$ cat src/rtl/core/pn3_pkg.sv
// Shared types, constants and arithmetic helpers for the 3D noise core.
// No dependencies.
`timescale 1ns / 1ps
`default_nettype none
package pn3_pkg;
  localparam int TableSize = 256;
  localparam int IdxW = $clog2(TableSize);
  localparam int OutW = 18;
  localparam int QDepth = 4;
  localparam int QPtrW = $clog2(QDepth);

  typedef enum logic {
    OpLoad = 1'b0,
    OpEval = 1'b1
  } op_e;

  typedef struct packed {
    logic [IdxW-1:0] xi;
    logic [IdxW-1:0] yi;
    logic [IdxW-1:0] zi;
    logic [15:0]     fx;
    logic [15:0]     fy;
    logic [15:0]     fz;
  } eval_req_t;

  function automatic logic signed [18:0] grad(input logic [3:0] h,
                                              input logic signed [17:0] x,
                                              input logic signed [17:0] y,
                                              input logic signed [17:0] z);
    logic signed [17:0] u;
    logic signed [17:0] v;
    logic signed [18:0] su;
    logic signed [18:0] sv;
    u = (h < 4'd8) ? x : y;
    v = (h < 4'd4) ? y : ((h == 4'd12 || h == 4'd14) ? x : z);
    su = h[0] ? -19'(u) : 19'(u);
    sv = h[1] ? -19'(v) : 19'(v);
    return su + sv;
  endfunction
endpackage
`default_nettype wire

$ cat src/rtl/core/pn3_front.sv
// Front end: accepts requests, writes the table on loads, and queues evaluations.
// Depends on pn3_pkg.
`timescale 1ns / 1ps
`default_nettype none
module pn3_front (
  input  wire logic                clk_i,
  input  wire logic                rst_ni,
  input  wire logic                valid_i,
  output logic                     ready_o,
  input  wire logic                op_i,
  input  wire logic [7:0]          table_index_i,
  input  wire logic [7:0]          table_value_i,
  input  wire logic [31:0]         coord_x_i,
  input  wire logic [31:0]         coord_y_i,
  input  wire logic [31:0]         coord_z_i,
  input  wire logic                busy_i,
  output logic                     wr_en_o,
  output logic [pn3_pkg::IdxW-1:0] wr_addr_o,
  output logic [7:0]               wr_data_o,
  output logic                     q_valid_o,
  input  wire logic                q_ready_i,
  output pn3_pkg::eval_req_t       q_data_o
);
  import pn3_pkg::*;

  eval_req_t             mem_q [QDepth];
  logic [QPtrW-1:0]      wp_q, wp_d, rp_q, rp_d;
  logic [QPtrW:0]        cnt_q, cnt_d;
  logic                  push, pop;
  eval_req_t             in_req;

  // A load waits until no evaluation is queued or in the pipeline.
  assign ready_o = (op_e'(op_i) == OpLoad) ? ((cnt_q == '0) && !busy_i)
                                           : (cnt_q != (QPtrW+1)'(QDepth));
  assign push = valid_i && ready_o && (op_e'(op_i) == OpEval);
  assign pop = q_valid_o && q_ready_i;
  assign q_valid_o = (cnt_q != '0);
  assign q_data_o = mem_q[rp_q];

  assign wr_en_o = valid_i && ready_o && (op_e'(op_i) == OpLoad);
  assign wr_addr_o = table_index_i[IdxW-1:0];
  assign wr_data_o = table_value_i;

  always_comb begin
    in_req.xi = coord_x_i[16 +: IdxW];
    in_req.yi = coord_y_i[16 +: IdxW];
    in_req.zi = coord_z_i[16 +: IdxW];
    in_req.fx = coord_x_i[15:0];
    in_req.fy = coord_y_i[15:0];
    in_req.fz = coord_z_i[15:0];
    wp_d = push ? wp_q + 1'b1 : wp_q;
    rp_d = pop ? rp_q + 1'b1 : rp_q;
    cnt_d = cnt_q + (QPtrW+1)'(push) - (QPtrW+1)'(pop);
  end

  always_ff @(posedge clk_i) begin
    if (push) begin
      mem_q[wp_q] <= in_req;
    end
  end

  always_ff @(posedge clk_i or negedge rst_ni) begin
    if (!rst_ni) begin
      wp_q <= '0;
      rp_q <= '0;
      cnt_q <= '0;
    end else begin
      wp_q <= wp_d;
      rp_q <= rp_d;
      cnt_q <= cnt_d;
    end
  end
endmodule
`default_nettype wire

$ cat config.mk
export PLATFORM = sky130hd
export DESIGN_NAME = pn3_front
export DESIGN_NICKNAME = d
export VERILOG_FILES = /design/src/rtl/core/pn3_pkg.sv /design/src/rtl/core/pn3_front.sv
export SDC_FILE = /design/constraint.sdc
export NUM_CORES = 1
export LEC_CHECK = 0
export ABC_AREA = 1
export BUFFER_PORTS_ARGS = -buffer_cell sky130_fd_sc_hd__buf_2
export CAP_MARGIN = 20
export CORE_MARGIN = 2
export CORE_UTILIZATION = 32
export CTS_CLUSTER_DIAMETER = 60
export CTS_CLUSTER_SIZE = 16
export DETAILED_ROUTE_END_ITERATION = 10
export PLACE_DENSITY = 0.59
export SLEW_MARGIN = 15
export SYNTH_ARGS = -nofsm -noshare
export SYNTH_HDL_FRONTEND = slang
export SYNTH_SLANG_ARGS = --single-unit
$ cat constraint.sdc
create_clock -name clk_i -period 5.4 [get_ports clk_i]
set_input_delay 0.54 -clock clk_i [delete_from_list [all_inputs] [get_ports clk_i]]
set_output_delay 0.54 -clock clk_i [all_outputs]
set_load 0.05 [all_outputs]
==> results of run 1 <==
==> critical path, delay by kind of cell (launching register included) <==
| family | cells | cell delay (ns) |
|---|---|---|
| compound gates | 2 | 0.32 |
| buf+inv | 3 | 1.19 |
| flops | 1 | 0.64 |
==> power groups by stage <==
stage                     Clock, uW  Combinational (uW)  Sequential (uW)
after global routing           2120                3630             2910
after CTS                      2030                3400             2880
final                          1970                3330             2880
after detailed placement          0                3390             2930
after floorplan                   0                2660             2900
after global placement            0                3360             2930
==> final cells by class <==
cell class / count / area share (%)
Sequential cell: 295 / 65.4
Clock inverter: 14 / 1.34
Inverter: 19 / 0.566
Timing Repair Buffer: 166 / 6.86
Antenna cell: 2 / 0.0371
Clock buffer: 35 / 5.55
Tap cell: 461 / 4.28
Multi-Input combinational cell: 469 / 15.9
==> sequential cells by signal (all words and copies together), names as in the netlist <==
register  flops
rp_q          2
cnt_q         3
wp_q          2
mem_q       288
==> cell usage in the layout, fill, tap and decap left out <==
master / count
a21oi_1: 1
buf_12: 3
buf_16: 1
buf_2: 152
buf_4: 9
bufinv_16: 2
clkbuf_1: 6
clkbuf_16: 29
clkinv_1: 2
clkinv_2: 1
clkinv_8: 3
clkinvlp_4: 2
dfrtp_1: 6
dfrtp_4: 1
diode_2: 2
dlygate4sd3_1: 1
edfxtp_1: 288
fa_1: 1
ha_1: 6
inv_1: 17
inv_12: 1
inv_4: 2
inv_6: 2
inv_8: 1
nand2_1: 16
nand3_1: 1
nand4_1: 3
nor2_1: 218
nor2_4: 4
o21ai_0: 173
o21ai_1: 44
xnor2_1: 1
xor2_1: 1
==> worst paths after layout <==
check / startpoint / end / slack, ns / cells after the start
setup / recovery: rp_q[0] / q_data_o[33] / 2.06 / 5
hold / removal: coord_z_i[3] / mem_q[1][3] / 0.21 / 1
setup reg to reg: cnt_q[1] / mem_q[0][68] / 2.58 / 5
hold reg to reg: wp_q[1] / wp_q[1] / 0.53 / 2
max in group asynchronous: rst_ni / rp_q[0] / 4.85 / 2
min in group asynchronous: rst_ni / cnt_q[1] / 0.38 / 2
==> metrics by stage <==
step / instances / worst slack (ns)
2_1_floorplan: 845 / 1.09
3_3_place_gp: 1408 / 2.46
3_5_place_dp: 1408 / 2.44
4_1_cts: 1458 / 2.00
5_1_grt: 1459 / 1.81
6_report: 1461 / 2.06
==> kinds of logic (layout without fill, tap and decap cells) <==
group                    Yosys count  after routing  synth area share [%]
buffers and inverters             81            234                  4.10
XOR/XNOR                           2              2                 0.154
other                              0              2                     0
flip-flops                       295            295                  77.3
adder cells (fa/ha/maj)            7              7                 0.833
AND/OR/NAND/NOR                  242            242                  8.04
AO/OA/AOI/OAI                    218            218                  9.56
==> per-layer routing <==
layer  track usage [%]  up-vias  share of wire (%)
li1                  -     3278                  -
met1              14.6     3220                 40
met2              23.0      120                 51
met3              3.00       52                6.1
met4              3.67        2                2.3
met5                 0        -              0.055
==> what timing repair did <==
item	CTS	global route
endpoints found under the setup margin	0	0
hold endpoints to repair	7	0
hold buffers	1	0
==> reports/results.ini, run 1 <==
[outcome]
status = complete, no violations

[final_layout]
drive_gt1_share_pct = 21.3
seqCellArea_sq_um = 8830
syn_to_final_growth_pct = 18.2
fin_nets = 1104
utilization_pct = 38.2
multi_input_area_sq_um = 2150
nFillCells = 3349
final_area_sq_um = 13500

[timing]
rsz0062_at_grt = no
min_period_ns = 3.34
finalCritPeriodShare_pct = 61.8
worstMarginPinSlew_ns = 0.859
slew_headroom_pct = 42.6
holdWs_ns = 0.207
setup-tns-final_ns = 0
report.final.hold_viol_count = 0
final-setup-viol-count = 0
fin_worst_skew_ns = 0.0122
fmax_ghz = 0.300
drv_slew = 0

[global_route]
grt_pass1_vias = 6718
antenna_found_initial = 3
grt_overflow_total = 0
grtUsageTotal_pct = 12.6
grt_pass1_wl_mm = 36.3
grt_max_degree = 83

[yosys]
synth_common_cells = edfxtp_1, nor2_1, o21ai_0, o21ai_1, buf_4
yosys.cell_types.count = 21
avgSynthCellArea_sq_um = 13.5
synthDominantAreaCellType = edfxtp_1
ys_seq_elements = 295
synth_edf_count = 288
postSynthCellCount = 845
syn_nets = 970
syn_area_sq_um = 11400
synthArstFlopShare_pct = 2.37
ys.flop_type = edfxtp_1
yosysMostFrequentCell = edfxtp_1
yosys_warnings = 0
yosysTopAreaCellShare_pct = 75.8
ys_seq_area_share_pct = 77.3
synth_area_leaders = edfxtp_1, o21ai_0, nor2_1, o21ai_1, buf_4

[drt]
wire_per_inst_um = 16.2
via_per_inst = 4.57
ant_nets = 0
vias = 6672
drc = 0
drtIter0Drc = 361
totalWireLength_mm = 23.7
first_pass_iters = 4

[power_and_ir_drop]
internal-power_uw = 4590
power_density_nw_per_um2 = 606
p_clk_share_pct = 24.1
report.power.total_uw = 8180
switching_share_pct = 43.9
comb_power_share_pct = 40.7
ir_drop_mv = 0.426
netSwitchingPower_uw = 3590
seqPwrFrac_pct = 35.2
leakage_uw = 0.00471

[placement]
portBuffers = 152
dpl_cell_area_sq_um = 12500
hpwl_mm = 13.4
gp_congestion = 0.672

[cts]
cts_tree = done
cts_resized = 0
cts.sinks = 295
h-tree-depth = 1
cts_buffers = 28
root_buffer = clkbuf_16
post_cts_buffers = 0
clk_latency_ns = 0.54
clkSlewWorstSetupHoldPaths_ns = 0.07
clock_path_buffers = 3

[floorplanning]
ios = 209
fp.dieH_um = 193
die_w_um = 193
start_util_pct = 32.3
row_count = 69
core_sq_um = 35300
dieArea_sq_um = 37200

[setup_path]
worstPathCellList = inv_4, buf_12, o21ai_0, o21ai_0, buf_2
crit_path_end_kind = output pin
timing_worst_setup_path_type = reg2out
cp_max_fo = 82
cp_slowest_stage_delay_ns = 0.64
worst-endpoint-arrival_ns = 2.80
slowest_stage = dfrtp_4
required_ns = 4.86
startpoint_type = flip-flop
cpMostUsedCell = o21ai_0

[flow_run]
drv_cap = 0

[min_path]
min_path_type = in2reg

No activity file was read; power rests on OpenSTA's default activity.
==> inputs of run 2 (changes only) <==
- ABC_AREA: 1 -> 0
- clock period: 5.4 -> 3.5 ns (I/O delays scaled with it)
==> run 2 against run 1 <==
Effect of this change: hold slack lost 0.18 ns; wire length shrank 14%; sequential power grew 56%; synthesized cell count shrank 49%; flip-flop and latch count is the same; critical path depth shrank 2; total power grew 38%; setup slack lost 1.2 ns; synthesized area shrank 4.3%; final area shrank 4.1%; critical endpoint is now q_data_o[34]; largest cell class unchanged.
==> reports/results.ini, run 2 <==
[placement]
portBuffers = 152  ; unchanged
hpwl_mm = 12.2  ; was 13.4 mm
post-place-ws_ns = 0.952  ; was 2.44 ns
gp_congestion = 0.748  ; was 0.672

[timing]
setup_ws_ns = 0.828  ; was 2.06 ns
finalCritPeriodShare_pct = 76.3
fin_worst_skew_ns = 0.0134  ; was 0.0122 ns
setup-tns-final_ns = 0  ; unchanged
min_period_ns = 2.67
slew_headroom_pct = 57.8  ; was 42.6%
worstMarginPinSlew_ns = 0.633  ; was 0.859 ns
fmax_ghz = 0.374
final-setup-viol-count = 0  ; unchanged
drv_slew = 0  ; unchanged
holdWs_ns = 0.0296  ; was 0.207 ns
report.final.hold_viol_count = 0  ; unchanged
rsz0062_at_grt = no  ; unchanged

[setup_path]
timing_worst_setup_path_type = reg2out  ; unchanged
reg2reg_depth = 10  ; was 5
cp_max_fo = 74  ; was 82
required_ns = 3.15  ; was 4.86 ns
r2r-start = cnt_q[1]  ; unchanged
worst-endpoint-arrival_ns = 2.32  ; was 2.80 ns
worstReg2RegEnd = cnt_q[2]  ; was mem_q[0][68]
crit_path_end_kind = output pin  ; unchanged
startpoint_type = flip-flop  ; unchanged
r2r_slack_ns = 0.95  ; was 2.58 ns

[cts]
h-tree-depth = 1  ; unchanged
cts_resized = 0  ; unchanged
clock_path_buffers = 3  ; unchanged
cts_buffers = 25  ; was 28
root_buffer = clkbuf_16  ; unchanged
cts.sinks = 295  ; unchanged
clk_latency_ns = 0.53  ; was 0.54 ns
clkSlewWorstSetupHoldPaths_ns = 0.07  ; about the same
cts_tree = done  ; unchanged

[drt]
via_per_inst = 4.63  ; was 4.57
drtIter0Drc = 284  ; was 361
drc = 0  ; unchanged
ant_nets = 0  ; unchanged
first_pass_iters = 4  ; unchanged
vias = 4844  ; was 6672
wire_per_inst_um = 19.5  ; was 16.2 um
totalWireLength_mm = 20.4  ; was 23.7 mm

[final_layout]
drive_gt1_share_pct = 45.2  ; was 21.3%
utilization_pct = 38.5  ; was 38.2%
final_common_cell = edfxtp_1  ; unchanged
reg_top3 = mem_q x288, cnt_q x3  ; unchanged
largest_register_ffs = 288  ; unchanged
fin_nets = 711  ; was 1104
mostFrequentLayoutCells = edfxtp_1, buf_2, mux4_2  ; was edfxtp_1, nor2_1, o21ai_0
largest_register = mem_q  ; unchanged
diodes = 0  ; was 2
syn_to_final_growth_pct = 18.4  ; was 18.2%

[yosys]
syn_nets = 556  ; was 970
synth_area_leaders = edfxtp_1, mux4_2, dfrtp_1, buf_4, ha_1  ; was edfxtp_1, o21ai_0, nor2_1, o21ai_1, buf_4
syn_area_sq_um = 10900  ; was 11400 sq um
postSynthCellCount = 431  ; was 845
synthArstFlopShare_pct = 2.37  ; unchanged
synthDominantAreaCellType = edfxtp_1  ; unchanged
synth_common_cells = edfxtp_1, mux4_2, buf_4, dfrtp_1  ; was edfxtp_1, nor2_1, o21ai_0, o21ai_1, buf_4
yosysTopAreaCellShare_pct = 79.2  ; was 75.8%
ys.flop_type = edfxtp_1  ; unchanged
yosysMostFrequentCell = edfxtp_1  ; unchanged
yosys.cell_types.count = 23  ; was 21
avgSynthCellArea_sq_um = 25.3  ; was 13.5 sq um
synth_edf_count = 288  ; unchanged
ys_seq_elements = 295  ; unchanged
yosys_warnings = 0  ; unchanged
ys_seq_area_share_pct = 80.8  ; was 77.3%

[floorplanning]
dieArea_sq_um = 35600  ; was 37200 sq um
start_util_pct = 32.5  ; was 32.3%
core_sq_um = 33600  ; was 35300 sq um
die_w_um = 189  ; was 193 um
fp.dieH_um = 189  ; was 193 um
row_count = 67  ; was 69
ios = 209  ; unchanged

[min_path]
whs_path_depth = 1  ; unchanged
hp-start = coord_y_i[19]  ; was coord_z_i[3]
min_path_type = in2reg  ; unchanged
min_delay_worst_endpoint = mem_q[1][59]  ; was mem_q[1][3]

[global_route]
grt_pass1_vias = 5433  ; was 6718
grt_max_degree = 75  ; was 83
grt_overflow_total = 0  ; unchanged
grtUsageTotal_pct = 11.5  ; was 12.6%
antenna_found_initial = 1  ; was 3
grt_pass1_wl_mm = 31.3  ; was 36.3 mm

[outcome]
status = complete, no violations  ; unchanged

[power_and_ir_drop]
ir_drop_mv = 0.613  ; was 0.426 mV
power_density_nw_per_um2 = 873  ; was 606 nW/um^2
leakage_uw = 0.00432  ; was 0.00471 uW

[flow_run]
drv_cap = 0  ; unchanged

run 2: layer usage:
metal	wire [um]	up-vias	global-route usage, %
li1	-	2111	-
met1	8020	2552	13.2
met2	10700	138	21.0
met3	1230	41	3.13
met4	515	2	3.28
met5	11	-	0
run 2: timing repair:
action	CTS	global route
endpoints found under the hold margin	13	0
buffers inserted	0	0
hold buffers	3	0
run 2: final cells by class:
class | count | area (sq um)
fill | 3020 | 20700
sequential | 295 | 8830
multi-input combinational | 97 | 1870
timing repair buffer | 161 | 911
clock buffer | 32 | 662
tap | 448 | 561
clock inverter | 8 | 83.8
inverter | 6 | 22.5
run 2: worst max-delay path: stages (launching register included):
cell	delay, ns
dfrtp_4	0.41
buf_12	0.47
mux4_2	0.60
buf_2	0.23
run 2: power breakdown:
part | internal, uW | total (uW) | switching, uW
clock network | 1350 | 2550 | 1200
logic | 1310 | 4230 | 2920
registers | 4310 | 4500 | 189
total | 6970 | 11300 | 4310
run 2: worst max-delay path by stage:
| stage | startpoint | endpoint | slack, ns |
|---|---|---|---|
| finish | rp_q[0] | q_data_o[34] | 0.83 |
| detailed placement | cnt_q[1] | cnt_q[2] | 0.95 |
| CTS | rp_q[0] | q_data_o[68] | 0.75 |
| global route | rp_q[0] | q_data_o[68] | 0.66 |
| floorplan | cnt_q[1] | cnt_q[2] | 0.93 |
| global placement | cnt_q[1] | cnt_q[2] | 1.01 |
run 2: stage by stage:
step	cells	total power [uW]	instance area [sq um]
after floorplan	431	7960	10900
after detailed placement	1004	8920	12200
after global placement	1004	8830	12200
after global routing	1047	11800	12900
after CTS	1047	11500	12900
final	1047	11300	12900
run 2: kinds of logic after synthesis:
kind of cell             synth area share, %
AND/OR/NAND/NOR                        0.710
XOR/XNOR                               0.401
flip-flops                              80.8
adder cells (fa/ha/maj)                0.870
buffers and inverters                   2.21
AO/OA/AOI/OAI                         0.0687
multiplexers                            15.0
